<file path="src/rtl/core/assert_macros.svh">
// Assertion helpers shared by the RTL.
// Each macro expands to one labeled concurrent assertion in simulation, nothing in synthesis.
`ifndef ASSERT_MACROS_SVH
`define ASSERT_MACROS_SVH
`ifndef SYNTHESIS
`define ASSERT_IMP(lbl, clk, rst_n, pre, post) \
	lbl: assert property (@(posedge clk) disable iff (!rst_n) (pre) |-> (post)) \
	else $error("assertion failed");
`define ASSERT_NXT(lbl, clk, rst_n, pre, post) \
	lbl: assert property (@(posedge clk) disable iff (!rst_n) (pre) |=> (post)) \
	else $error("assertion failed");
`else
`define ASSERT_IMP(lbl, clk, rst_n, pre, post)
`define ASSERT_NXT(lbl, clk, rst_n, pre, post)
`endif
`endif

</file>
<file path="src/rtl/core/eadsr_pkg.sv">
package eadsr_pkg;

	localparam int CFG_W  = 24;
	localparam int LVL_W  = 17;
	localparam int IDX_W  = 3;

	localparam logic [30:0] LN2_Q26 = 31'd46516320;
	localparam logic [16:0] ONE_Q16 = 17'd65536;
	localparam logic [31:0] ONE_Q30 = 32'd1073741824;

	// configuration register indexes
	typedef enum logic [IDX_W-1:0] {
		REG_ATTACK  = 3'd0,
		REG_DECAY   = 3'd1,
		REG_SUSTAIN = 3'd2,
		REG_RELEASE = 3'd3,
		REG_GATE    = 3'd4,
		REG_NOTE    = 3'd5
	} reg_idx_t;

	// envelope segment of the current sample
	typedef enum logic [2:0] {
		SEG_ATT,
		SEG_DEC,
		SEG_REL,
		SEG_FLAT,
		SEG_ZERO
	} seg_t;

	// datapath operations
	typedef enum logic [3:0] {
		OP_NONE,
		OP_LOAD,
		OP_SETUP,
		OP_DIV,
		OP_MOD,
		OP_MUL_T,
		OP_MUL_R,
		OP_ACC,
		OP_SCALE,
		OP_LVL_MUL,
		OP_FINISH
	} op_t;

	typedef enum logic [3:0] {
		S_IDLE,
		S_SETUP,
		S_DIV,
		S_MOD,
		S_MULT,
		S_MULR,
		S_ACC,
		S_SCALE,
		S_LVL,
		S_FINISH
	} state_t;

	typedef struct packed {
		op_t        op;
		logic [3:0] cnt;
	} cmd_t;

	typedef struct packed {
		logic active;
		logic ezero;
		logic out_free;
	} sts_t;

	// reciprocal of i for exact floor(x / i), x below 2^31: M = ceil(2^N / i)
	function automatic logic [31:0] recip_mul(input logic [3:0] i);
		logic [31:0] m;
		begin
			case (i)
				4'd3, 4'd6, 4'd12: m = 32'd2863311531;
				4'd5, 4'd10:        m = 32'd3435973837;
				4'd7:               m = 32'd2454267027;
				4'd9:               m = 32'd3817748708;
				4'd11:              m = 32'd3123612579;
				default:            m = 32'd2147483648;
			endcase
			return m;
		end
	endfunction

	// N - 31 for the reciprocal above
	function automatic logic [2:0] recip_sh(input logic [3:0] i);
		logic [2:0] s;
		begin
			case (i)
				4'd2:                     s = 3'd1;
				4'd3, 4'd4:               s = 3'd2;
				4'd5, 4'd6, 4'd7, 4'd8:   s = 3'd3;
				4'd9, 4'd10, 4'd11, 4'd12: s = 3'd4;
				default:                  s = 3'd0;
			endcase
			return s;
		end
	endfunction

endpackage

</file>
<file path="src/rtl/core/eadsr_ctrl.sv">
module eadsr_ctrl (
	input  logic              clk,
	input  logic              arst_n,
	input  logic              s_axis_tvalid,
	output logic              s_axis_tready,
	input  eadsr_pkg::sts_t   sts,
	output eadsr_pkg::cmd_t   cmd
);

	eadsr_pkg::state_t state_q, state_d;
	logic [4:0] cnt_q, cnt_d;

	// state register
	always_ff @(posedge clk or negedge arst_n) begin
		if (!arst_n) begin
			state_q <= eadsr_pkg::S_IDLE;
			cnt_q   <= '0;
		end else begin
			state_q <= state_d;
			cnt_q   <= cnt_d;
		end
	end

	// sequence one item through the datapath
	always_comb begin
		state_d       = state_q;
		cnt_d         = cnt_q;
		s_axis_tready = 1'b0;
		cmd.op        = eadsr_pkg::OP_NONE;
		cmd.cnt       = cnt_q[3:0];
		unique case (state_q)
			eadsr_pkg::S_IDLE: begin
				s_axis_tready = 1'b1;
				if (s_axis_tvalid) begin
					cmd.op  = eadsr_pkg::OP_LOAD;
					state_d = eadsr_pkg::S_SETUP;
				end
			end
			eadsr_pkg::S_SETUP: begin
				cmd.op = eadsr_pkg::OP_SETUP;
				cnt_d  = '0;
				if (!sts.active) begin
					state_d = eadsr_pkg::S_FINISH;
				end else if (sts.ezero) begin
					state_d = eadsr_pkg::S_LVL;
				end else begin
					state_d = eadsr_pkg::S_DIV;
				end
			end
			eadsr_pkg::S_DIV: begin
				cmd.op = eadsr_pkg::OP_DIV;
				if (cnt_q == 5'd30) begin
					cnt_d   = 5'd5;
					state_d = eadsr_pkg::S_MOD;
				end else begin
					cnt_d = cnt_q + 5'd1;
				end
			end
			eadsr_pkg::S_MOD: begin
				cmd.op = eadsr_pkg::OP_MOD;
				if (cnt_q == 5'd0) begin
					cnt_d   = 5'd1;
					state_d = eadsr_pkg::S_MULT;
				end else begin
					cnt_d = cnt_q - 5'd1;
				end
			end
			eadsr_pkg::S_MULT: begin
				cmd.op  = eadsr_pkg::OP_MUL_T;
				state_d = eadsr_pkg::S_MULR;
			end
			eadsr_pkg::S_MULR: begin
				cmd.op  = eadsr_pkg::OP_MUL_R;
				state_d = eadsr_pkg::S_ACC;
			end
			eadsr_pkg::S_ACC: begin
				cmd.op = eadsr_pkg::OP_ACC;
				if (cnt_q == 5'd12) begin
					state_d = eadsr_pkg::S_SCALE;
				end else begin
					cnt_d   = cnt_q + 5'd1;
					state_d = eadsr_pkg::S_MULT;
				end
			end
			eadsr_pkg::S_SCALE: begin
				cmd.op  = eadsr_pkg::OP_SCALE;
				state_d = eadsr_pkg::S_LVL;
			end
			eadsr_pkg::S_LVL: begin
				cmd.op  = eadsr_pkg::OP_LVL_MUL;
				state_d = eadsr_pkg::S_FINISH;
			end
			eadsr_pkg::S_FINISH: begin
				if (sts.out_free) begin
					cmd.op  = eadsr_pkg::OP_FINISH;
					state_d = eadsr_pkg::S_IDLE;
				end
			end
			default: begin
				state_d = eadsr_pkg::S_IDLE;
			end
		endcase
	end

endmodule

</file>
<file path="config.mk">
export PLATFORM = sky130hd
export DESIGN_NAME = eadsr_ctrl
export DESIGN_NICKNAME = d
export VERILOG_FILES = /design/src/rtl/core/assert_macros.svh /design/src/rtl/core/eadsr_pkg.sv /design/src/rtl/core/eadsr_ctrl.sv
export SDC_FILE = /design/constraint.sdc
export NUM_CORES = 1
export LEC_CHECK = 0
export BUFFER_PORTS_ARGS = -buffer_cell sky130_fd_sc_hd__buf_2
export CORE_UTILIZATION = 33
export CTS_CLUSTER_DIAMETER = 60
export DETAILED_ROUTE_END_ITERATION = 6
export PLACE_DENSITY_LB_ADDON = 0.25
export SYNTH_ARGS = -nofsm -noshare
export SYNTH_HDL_FRONTEND = slang
export SYNTH_SLANG_ARGS = --single-unit
</file>
<file path="constraint.sdc">
create_clock -name clk -period 6.2 [get_ports clk]
set_clock_uncertainty 0.15 [all_clocks]
set_input_delay 0.62 -clock clk [delete_from_list [all_inputs] [get_ports clk]]
set_output_delay 0.62 -clock clk [all_outputs]
set_load 0.02 [all_outputs]
</file>
==> impl_metrics.yaml, run 1 <==
sta:
  hold_violations: 0
  tns_ns: 0
  setup_viol: 0
  fin_crit_ns: 2.45
  max_freq_mhz: 408
  drv_slew: 0
  rsz0062_at_grt: "no"
  worst_pin_slew_ns: 0.534
  slew-limit-headroom: 0.644
  fin_crit_sh: 0.395
  fin_ws_ns: 3.75
routing:
  drt-total-wl_um: 1910
  vias: 784
  initialDrtViolationCount: 41
  via_per_inst: 5.56
  ant_nets: 0
  drtPass1Iterations: 4
  wl_per_cell_um: 13.6
  drcViolationCount: 0
finish:
  final_nets: 122
  num-fill-cells: 261
  antenna-diode-count: 0
  drive_gt1_frac: 0.198
  syn2layout_area_growth_pct: 7.23
  fin_util: 0.371
synthesis:
  synth_nets: 116
  synth_top_area_cell: "dfrtp_1"
  syn_inst: 106
  yosysTopAreaCellShare: 0.265
  ys.flop_type: "dfrtp_1"
  ys_types: 41
  ys_ff_latch: 9
  synth-edff-count: 0
  synthArstFlopShare: 1.00
  yosysWarningCount: 0
  syn_avg_cell_area_um2: 8.00
  yosys-top-cells-area: "dfrtp_1 (27%), ha_1 (5.9%), a22o_1 (5.2%)"
  synth_seq_area_share: 0.265
  syn-cell-area_um2: 848
global_route:
  grt_pass1_vias: 711
  grt-ovfl-total: 0
  grt_pass1_wl_um: 3320
  antenna_found_initial: 0
  grt_max_degree: 18
  track_usage: 0.161
floorplan:
  io_pins: 15
  initial_core_util: 0.346
  die_h_um: 52.7
  die-area_um2: 2780
  die-width_um: 52.7
  core_area_um2: 2450
  rows: 18
cts:
  clk_latency_ns: 0.26
  cts_buffer_depth: 2
  cts_setup_buffers: 0
  cts_tree: "built"
  cts_buffers: 3
  clockRootBuffer: "clkbuf_4"
  hold_buffers: 0
  clkTransAtPathRegs_ns: 0.06
  htreeDepth: 1
  clock_sinks: 9
  cts_resized: 0
critical_path:
  cp_max_fo: 17
  reg2reg_setup_slack_ns: 4.05
  crit_slowest_cell: "dfrtp_1"
  reg2reg_from: "cnt_q[0]"
  arrival_ns: 1.68
  critPathCaptureType: "output pin"
  worstPathCellList: "clkinv_1, o31ai_1, buf_2"
  critPathKind: "flip-flop to output pin"
  startpoint_type: "flip-flop"
  r2r_cells: 6
  cpPeakStageDelay_ns: 0.68
  required_ns: 5.43
  rr_endpoint: "state_q[0]"
min_path:
  hold_path.class: "input port to asynchronous set/reset pin"
placement:
  gp_congestion: 0.795
  placement.io_buffers: 14
  hpwl_um: 1430
  post-place-ws_ns: 4.06
outcome:
  outcome: "finished clean"
pwr:
  p_leak_uw: 0.000398
  finalPower_uw: 415
  ir_drop_mv: 0.235
  p_per_area_nw_per_um2: 457
run:
  cap_violations: 0
synth_stat cells (3+ instances only):
cell and instances:
nor2_1 11, nand2_1 10, dfrtp_1 9, clkbuf_1 7, a22o_1 5, a21oi_1 4, buf_4 4, ha_1 4
inv_1 4, nor3_1 4, o21ai_1 4, nand3_1 3, xnor2_1 3
cell type report:
type / count / area (um2) / area share
flip-flops and latches: 9 / 225 / 0.248
inverters: 6 / 22.5 / 0.0248
multi-input cells: 78 / 528 / 0.580
well taps: 30 / 37.5 / 0.0413
repair buffers: 14 / 70.1 / 0.0770
clock buffers: 4 / 26.3 / 0.0289
registers in the layout, indices dropped and copies added (netlist names):
| register | flops |
|---|---|
| state_q | 4 |
| cnt_q | 5 |
cells in the final DEF (no fill, tap or decap), types with 2 or more instances in the layout:
master    instances
o22ai_1           2
nor2_1           11
xor2_1            2
a22o_1            5
xnor2_1           3
clkbuf_4          3
nor3_1            4
a31o_1            2
nand4_1           2
nand2b_1          2
nand2_1          10
dfrtp_1           9
buf_2            14
inv_1             4
o32ai_1           2
o21ai_1           4
ha_1              4
a21oi_1           4
nand3_1           3
cells by family (layout without fill, tap and decap cells):
logic type / count (synthesis) / count (layout) / synth area share
fa+ha+maj: 4 / 4 / 0.0590
buf+inv: 19 / 24 / 0.112
flops: 9 / 9 / 0.265
compound gates: 27 / 27 / 0.230
simple gates: 39 / 39 / 0.236
mux: 3 / 3 / 0.0457
xor+xnor: 5 / 5 / 0.0516
where the power goes:
part	internal, uW	leakage [uW]	switching (uW)
Combinational	103	0.000264	139
Sequential	73.4	0.000120	54.0
Clock	24.8	0.0000150	20.8
per-layer routing:
metal,vias up,global-route usage,wire length (um)
met5,-,0,0
met2,21,0.224,895
met1,373,0.231,935
met3,0,0.0319,81
li1,390,-,-
met4,0,0.0789,0
critical path, delay by kind of cell, from the launching register on:
family,cells,cell delay [ns]
buffers and inverters,2,0.48
AOI/OAI and AO/OA,1,0.27
DFF,1,0.68
worst max-delay path by stage:
stage / startpoint / end / slack (ns) / depth (start not counted)
final: state_q[0] / cmd[5] / 3.75 / 3
after global routing: state_q[0] / cmd[5] / 3.62 / 3
after CTS: state_q[0] / cmd[5] / 3.77 / 3
after detailed placement: state_q[0] / cmd[5] / 4.06 / 3
after global placement: cnt_q[0] / state_q[0] / 4.10 / 6
after floorplan: state_q[0] / cmd[7] / 3.91 / 4
per-stage QoR:
| stage | instances | instance area, um2 | hold WS, ns |
|---|---|---|---|
| final | 141 | 910 | 0.0443 |
| after global routing | 141 | 910 | 0.0520 |
| after CTS | 141 | 910 | 0.0531 |
| after detailed placement | 137 | 883 | 0.332 |
| after global placement | 137 | 883 | 0.332 |
| after floorplan | 106 | 848 | 0.174 |
(Power assumes the default switching activity.)
==> inputs of run 2 (changes only) <==
Clock period 6.2 ns to 2.33 ns, I/O delays scaled along.
==> run 2 against run 1 <==
Via count rose by 0.89%. Utilization rose by 1.0 points. Worst setup slack got worse by 3.5 ns. Clock power rose to 2.8 times the previous value. Sequential cell count did not move. Routed wire length fell by 1.5%. Final area rose by 2.8%. Die area did not move. Critical path type is now flip-flop to flip-flop.
==> impl_metrics.yaml, run 2 (synthesized netlist as in run 1, its figures left out) <==
outcome:
  outcome: "finished clean"
floorplan:
  io_pins: 15
  initial_core_util: 0.346
  die-area_um2: 2780
  die-width_um: 52.7
  rows: 18
  core_area_um2: 2450
  die_h_um: 52.7
finish:
  num-fill-cells: 249
  fin_util: 0.381
  drive_gt1_frac: 0.211
  design_area_um2: 935
  layout.cells.non_filler: 144
  layout_common_cells: "buf_2 (14), nor2_1 (11), nand2_1 (10)"
  largest_reg_flops: 5
  final_nets: 125
  largestRegisters: "cnt_q: 5 flops, state_q: 4 flops"
  syn2layout_area_growth_pct: 10.2
  largest-register: "cnt_q"
  antenna-diode-count: 0
  final_common_cell: "buf_2"
critical_path:
  arrival_ns: 2.12
  crit_buf_inv: 1
  r2r_cells: 6
  worstSetupPathDepth: 6
  cp_max_fo: 6
  startpoint_type: "flip-flop"
  critPathKind: "flip-flop to flip-flop"
  crit_slowest_cell: "or4b_4"
  cp_top_family: "multiplexers"
  critPathCaptureType: "flip-flop"
  worstPathCellList: "inv_1, ha_1, or4b_4, mux2i_2, o21ai_2, mux2_4"
  cpPeakStageDelay_ns: 0.49
  required_ns: 2.33
pwr:
  p_per_area_nw_per_um2: 1200
  p_leak_uw: 0.000413
  ir_drop_mv: 0.561
cts:
  clkTransAtPathRegs_ns: 0.07
  clk_latency_ns: 0.27
  cts_tree: "built"
  clockRootBuffer: "clkbuf_4"
  cts_buffer_depth: 2
  htreeDepth: 1
  clock_sinks: 9
  cts_buffers: 3
placement:
  post-place-ws_ns: 0.210
  placed_cells: 139
  postPlaceCellArea_um2: 898
  gp_congestion: 0.826
  hpwl_um: 1420
  placement.io_buffers: 14
global_route:
  grt_max_degree: 18
  antenna_found_initial: 0
  track_usage: 0.154
  grt_pass1_wl_um: 3030
  grt_pass1_vias: 628
  grt-ovfl-total: 0
routing:
  drtPass1Iterations: 5
  vias: 791
  via_per_inst: 5.49
  drcViolationCount: 0
  drt-total-wl_um: 1880
  initialDrtViolationCount: 14
  wl_per_cell_um: 13.1
  ant_nets: 0
sta:
  drv_slew: 0
  fin_crit_sh: 0.909
  tns_ns: 0
  setup_viol: 0
  fin_ws_ns: 0.211
  slew-limit-headroom: 0.691
  worst_pin_slew_ns: 0.463
  max_freq_mhz: 472
  hold_violations: 0
  fin_crit_ns: 2.12
  rsz0062_at_grt: "no"
min_path:
  whs_path_depth: 4
  hold_path.class: "input port to flip-flop"
run:
  cap_violations: 0
-- run 2: cell types whose count changed in the layout (fill, tap and decap cells not counted), sizes merged --
cell | before | now
dlygate4sd3 | 0 | 1
buf | 14 | 16
-- run 2: final cells by class --
| cell class | instances | area, um2 | share of cell area |
|---|---|---|---|
| clock buffer | 4 | 26.3 | 0.0281 |
| inverter | 6 | 22.5 | 0.0241 |
| multi-input combinational | 78 | 528 | 0.565 |
| sequential | 9 | 225 | 0.241 |
| tap | 30 | 37.5 | 0.0402 |
| timing repair buffer | 17 | 95.1 | 0.102 |
-- run 2: worst paths after layout --
kind | start | to | slack [ns]
worst max register to register | cnt_q[0] | state_q[0] | 0.21
max in group asynchronous | arst_n | state_q[1] | 1.66
worst min register to register | cnt_q[0] | cnt_q[0] | 0.47
worst min-delay path | sts[1] | state_q[1] | 0.16
min in group asynchronous | arst_n | cnt_q[3] | 0.19
worst max-delay path | cnt_q[0] | state_q[0] | 0.21
-- run 2: per-layer routing --
layer,up-vias,GRT usage,wire length (um)
li1,396,-,-
met1,367,0.224,913
met2,26,0.219,870
met3,2,0.0174,77
met4,0,0.0789,22
met5,-,0,0
-- run 2: per-stage QoR --
stage,hold WS [ns],power (uW)
after global routing,0.216,1220
final,0.161,1120
after global placement,-0.0527,993
after floorplan,-0.213,842
after CTS,0.165,1120
after detailed placement,-0.0516,996
-- run 2: worst register-to-register path: cells and delay by family (launching register included) --
| family | cells | cell delay [ns] |
|---|---|---|
| AO/OA/AOI/OAI | 1 | 0.11 |
| adder cells (fa/ha/maj) | 1 | 0.17 |
| buffers and inverters | 1 | 0.14 |
| flip-flops | 1 | 0.43 |
| multiplexers | 2 | 0.51 |
| AND/OR/NAND/NOR | 1 | 0.49 |
-- run 2: what timing repair did --
item,in CTS,in global routing
hold buffers,1,0
resized for setup,0,0
setup buffers,0,0
endpoints found under the hold margin,9,0
-- run 2: where the power goes --
group	internal (uW)	switching (uW)	total, uW
logic	285	391	676
registers	196	121	317
clock network	66.3	60.7	127
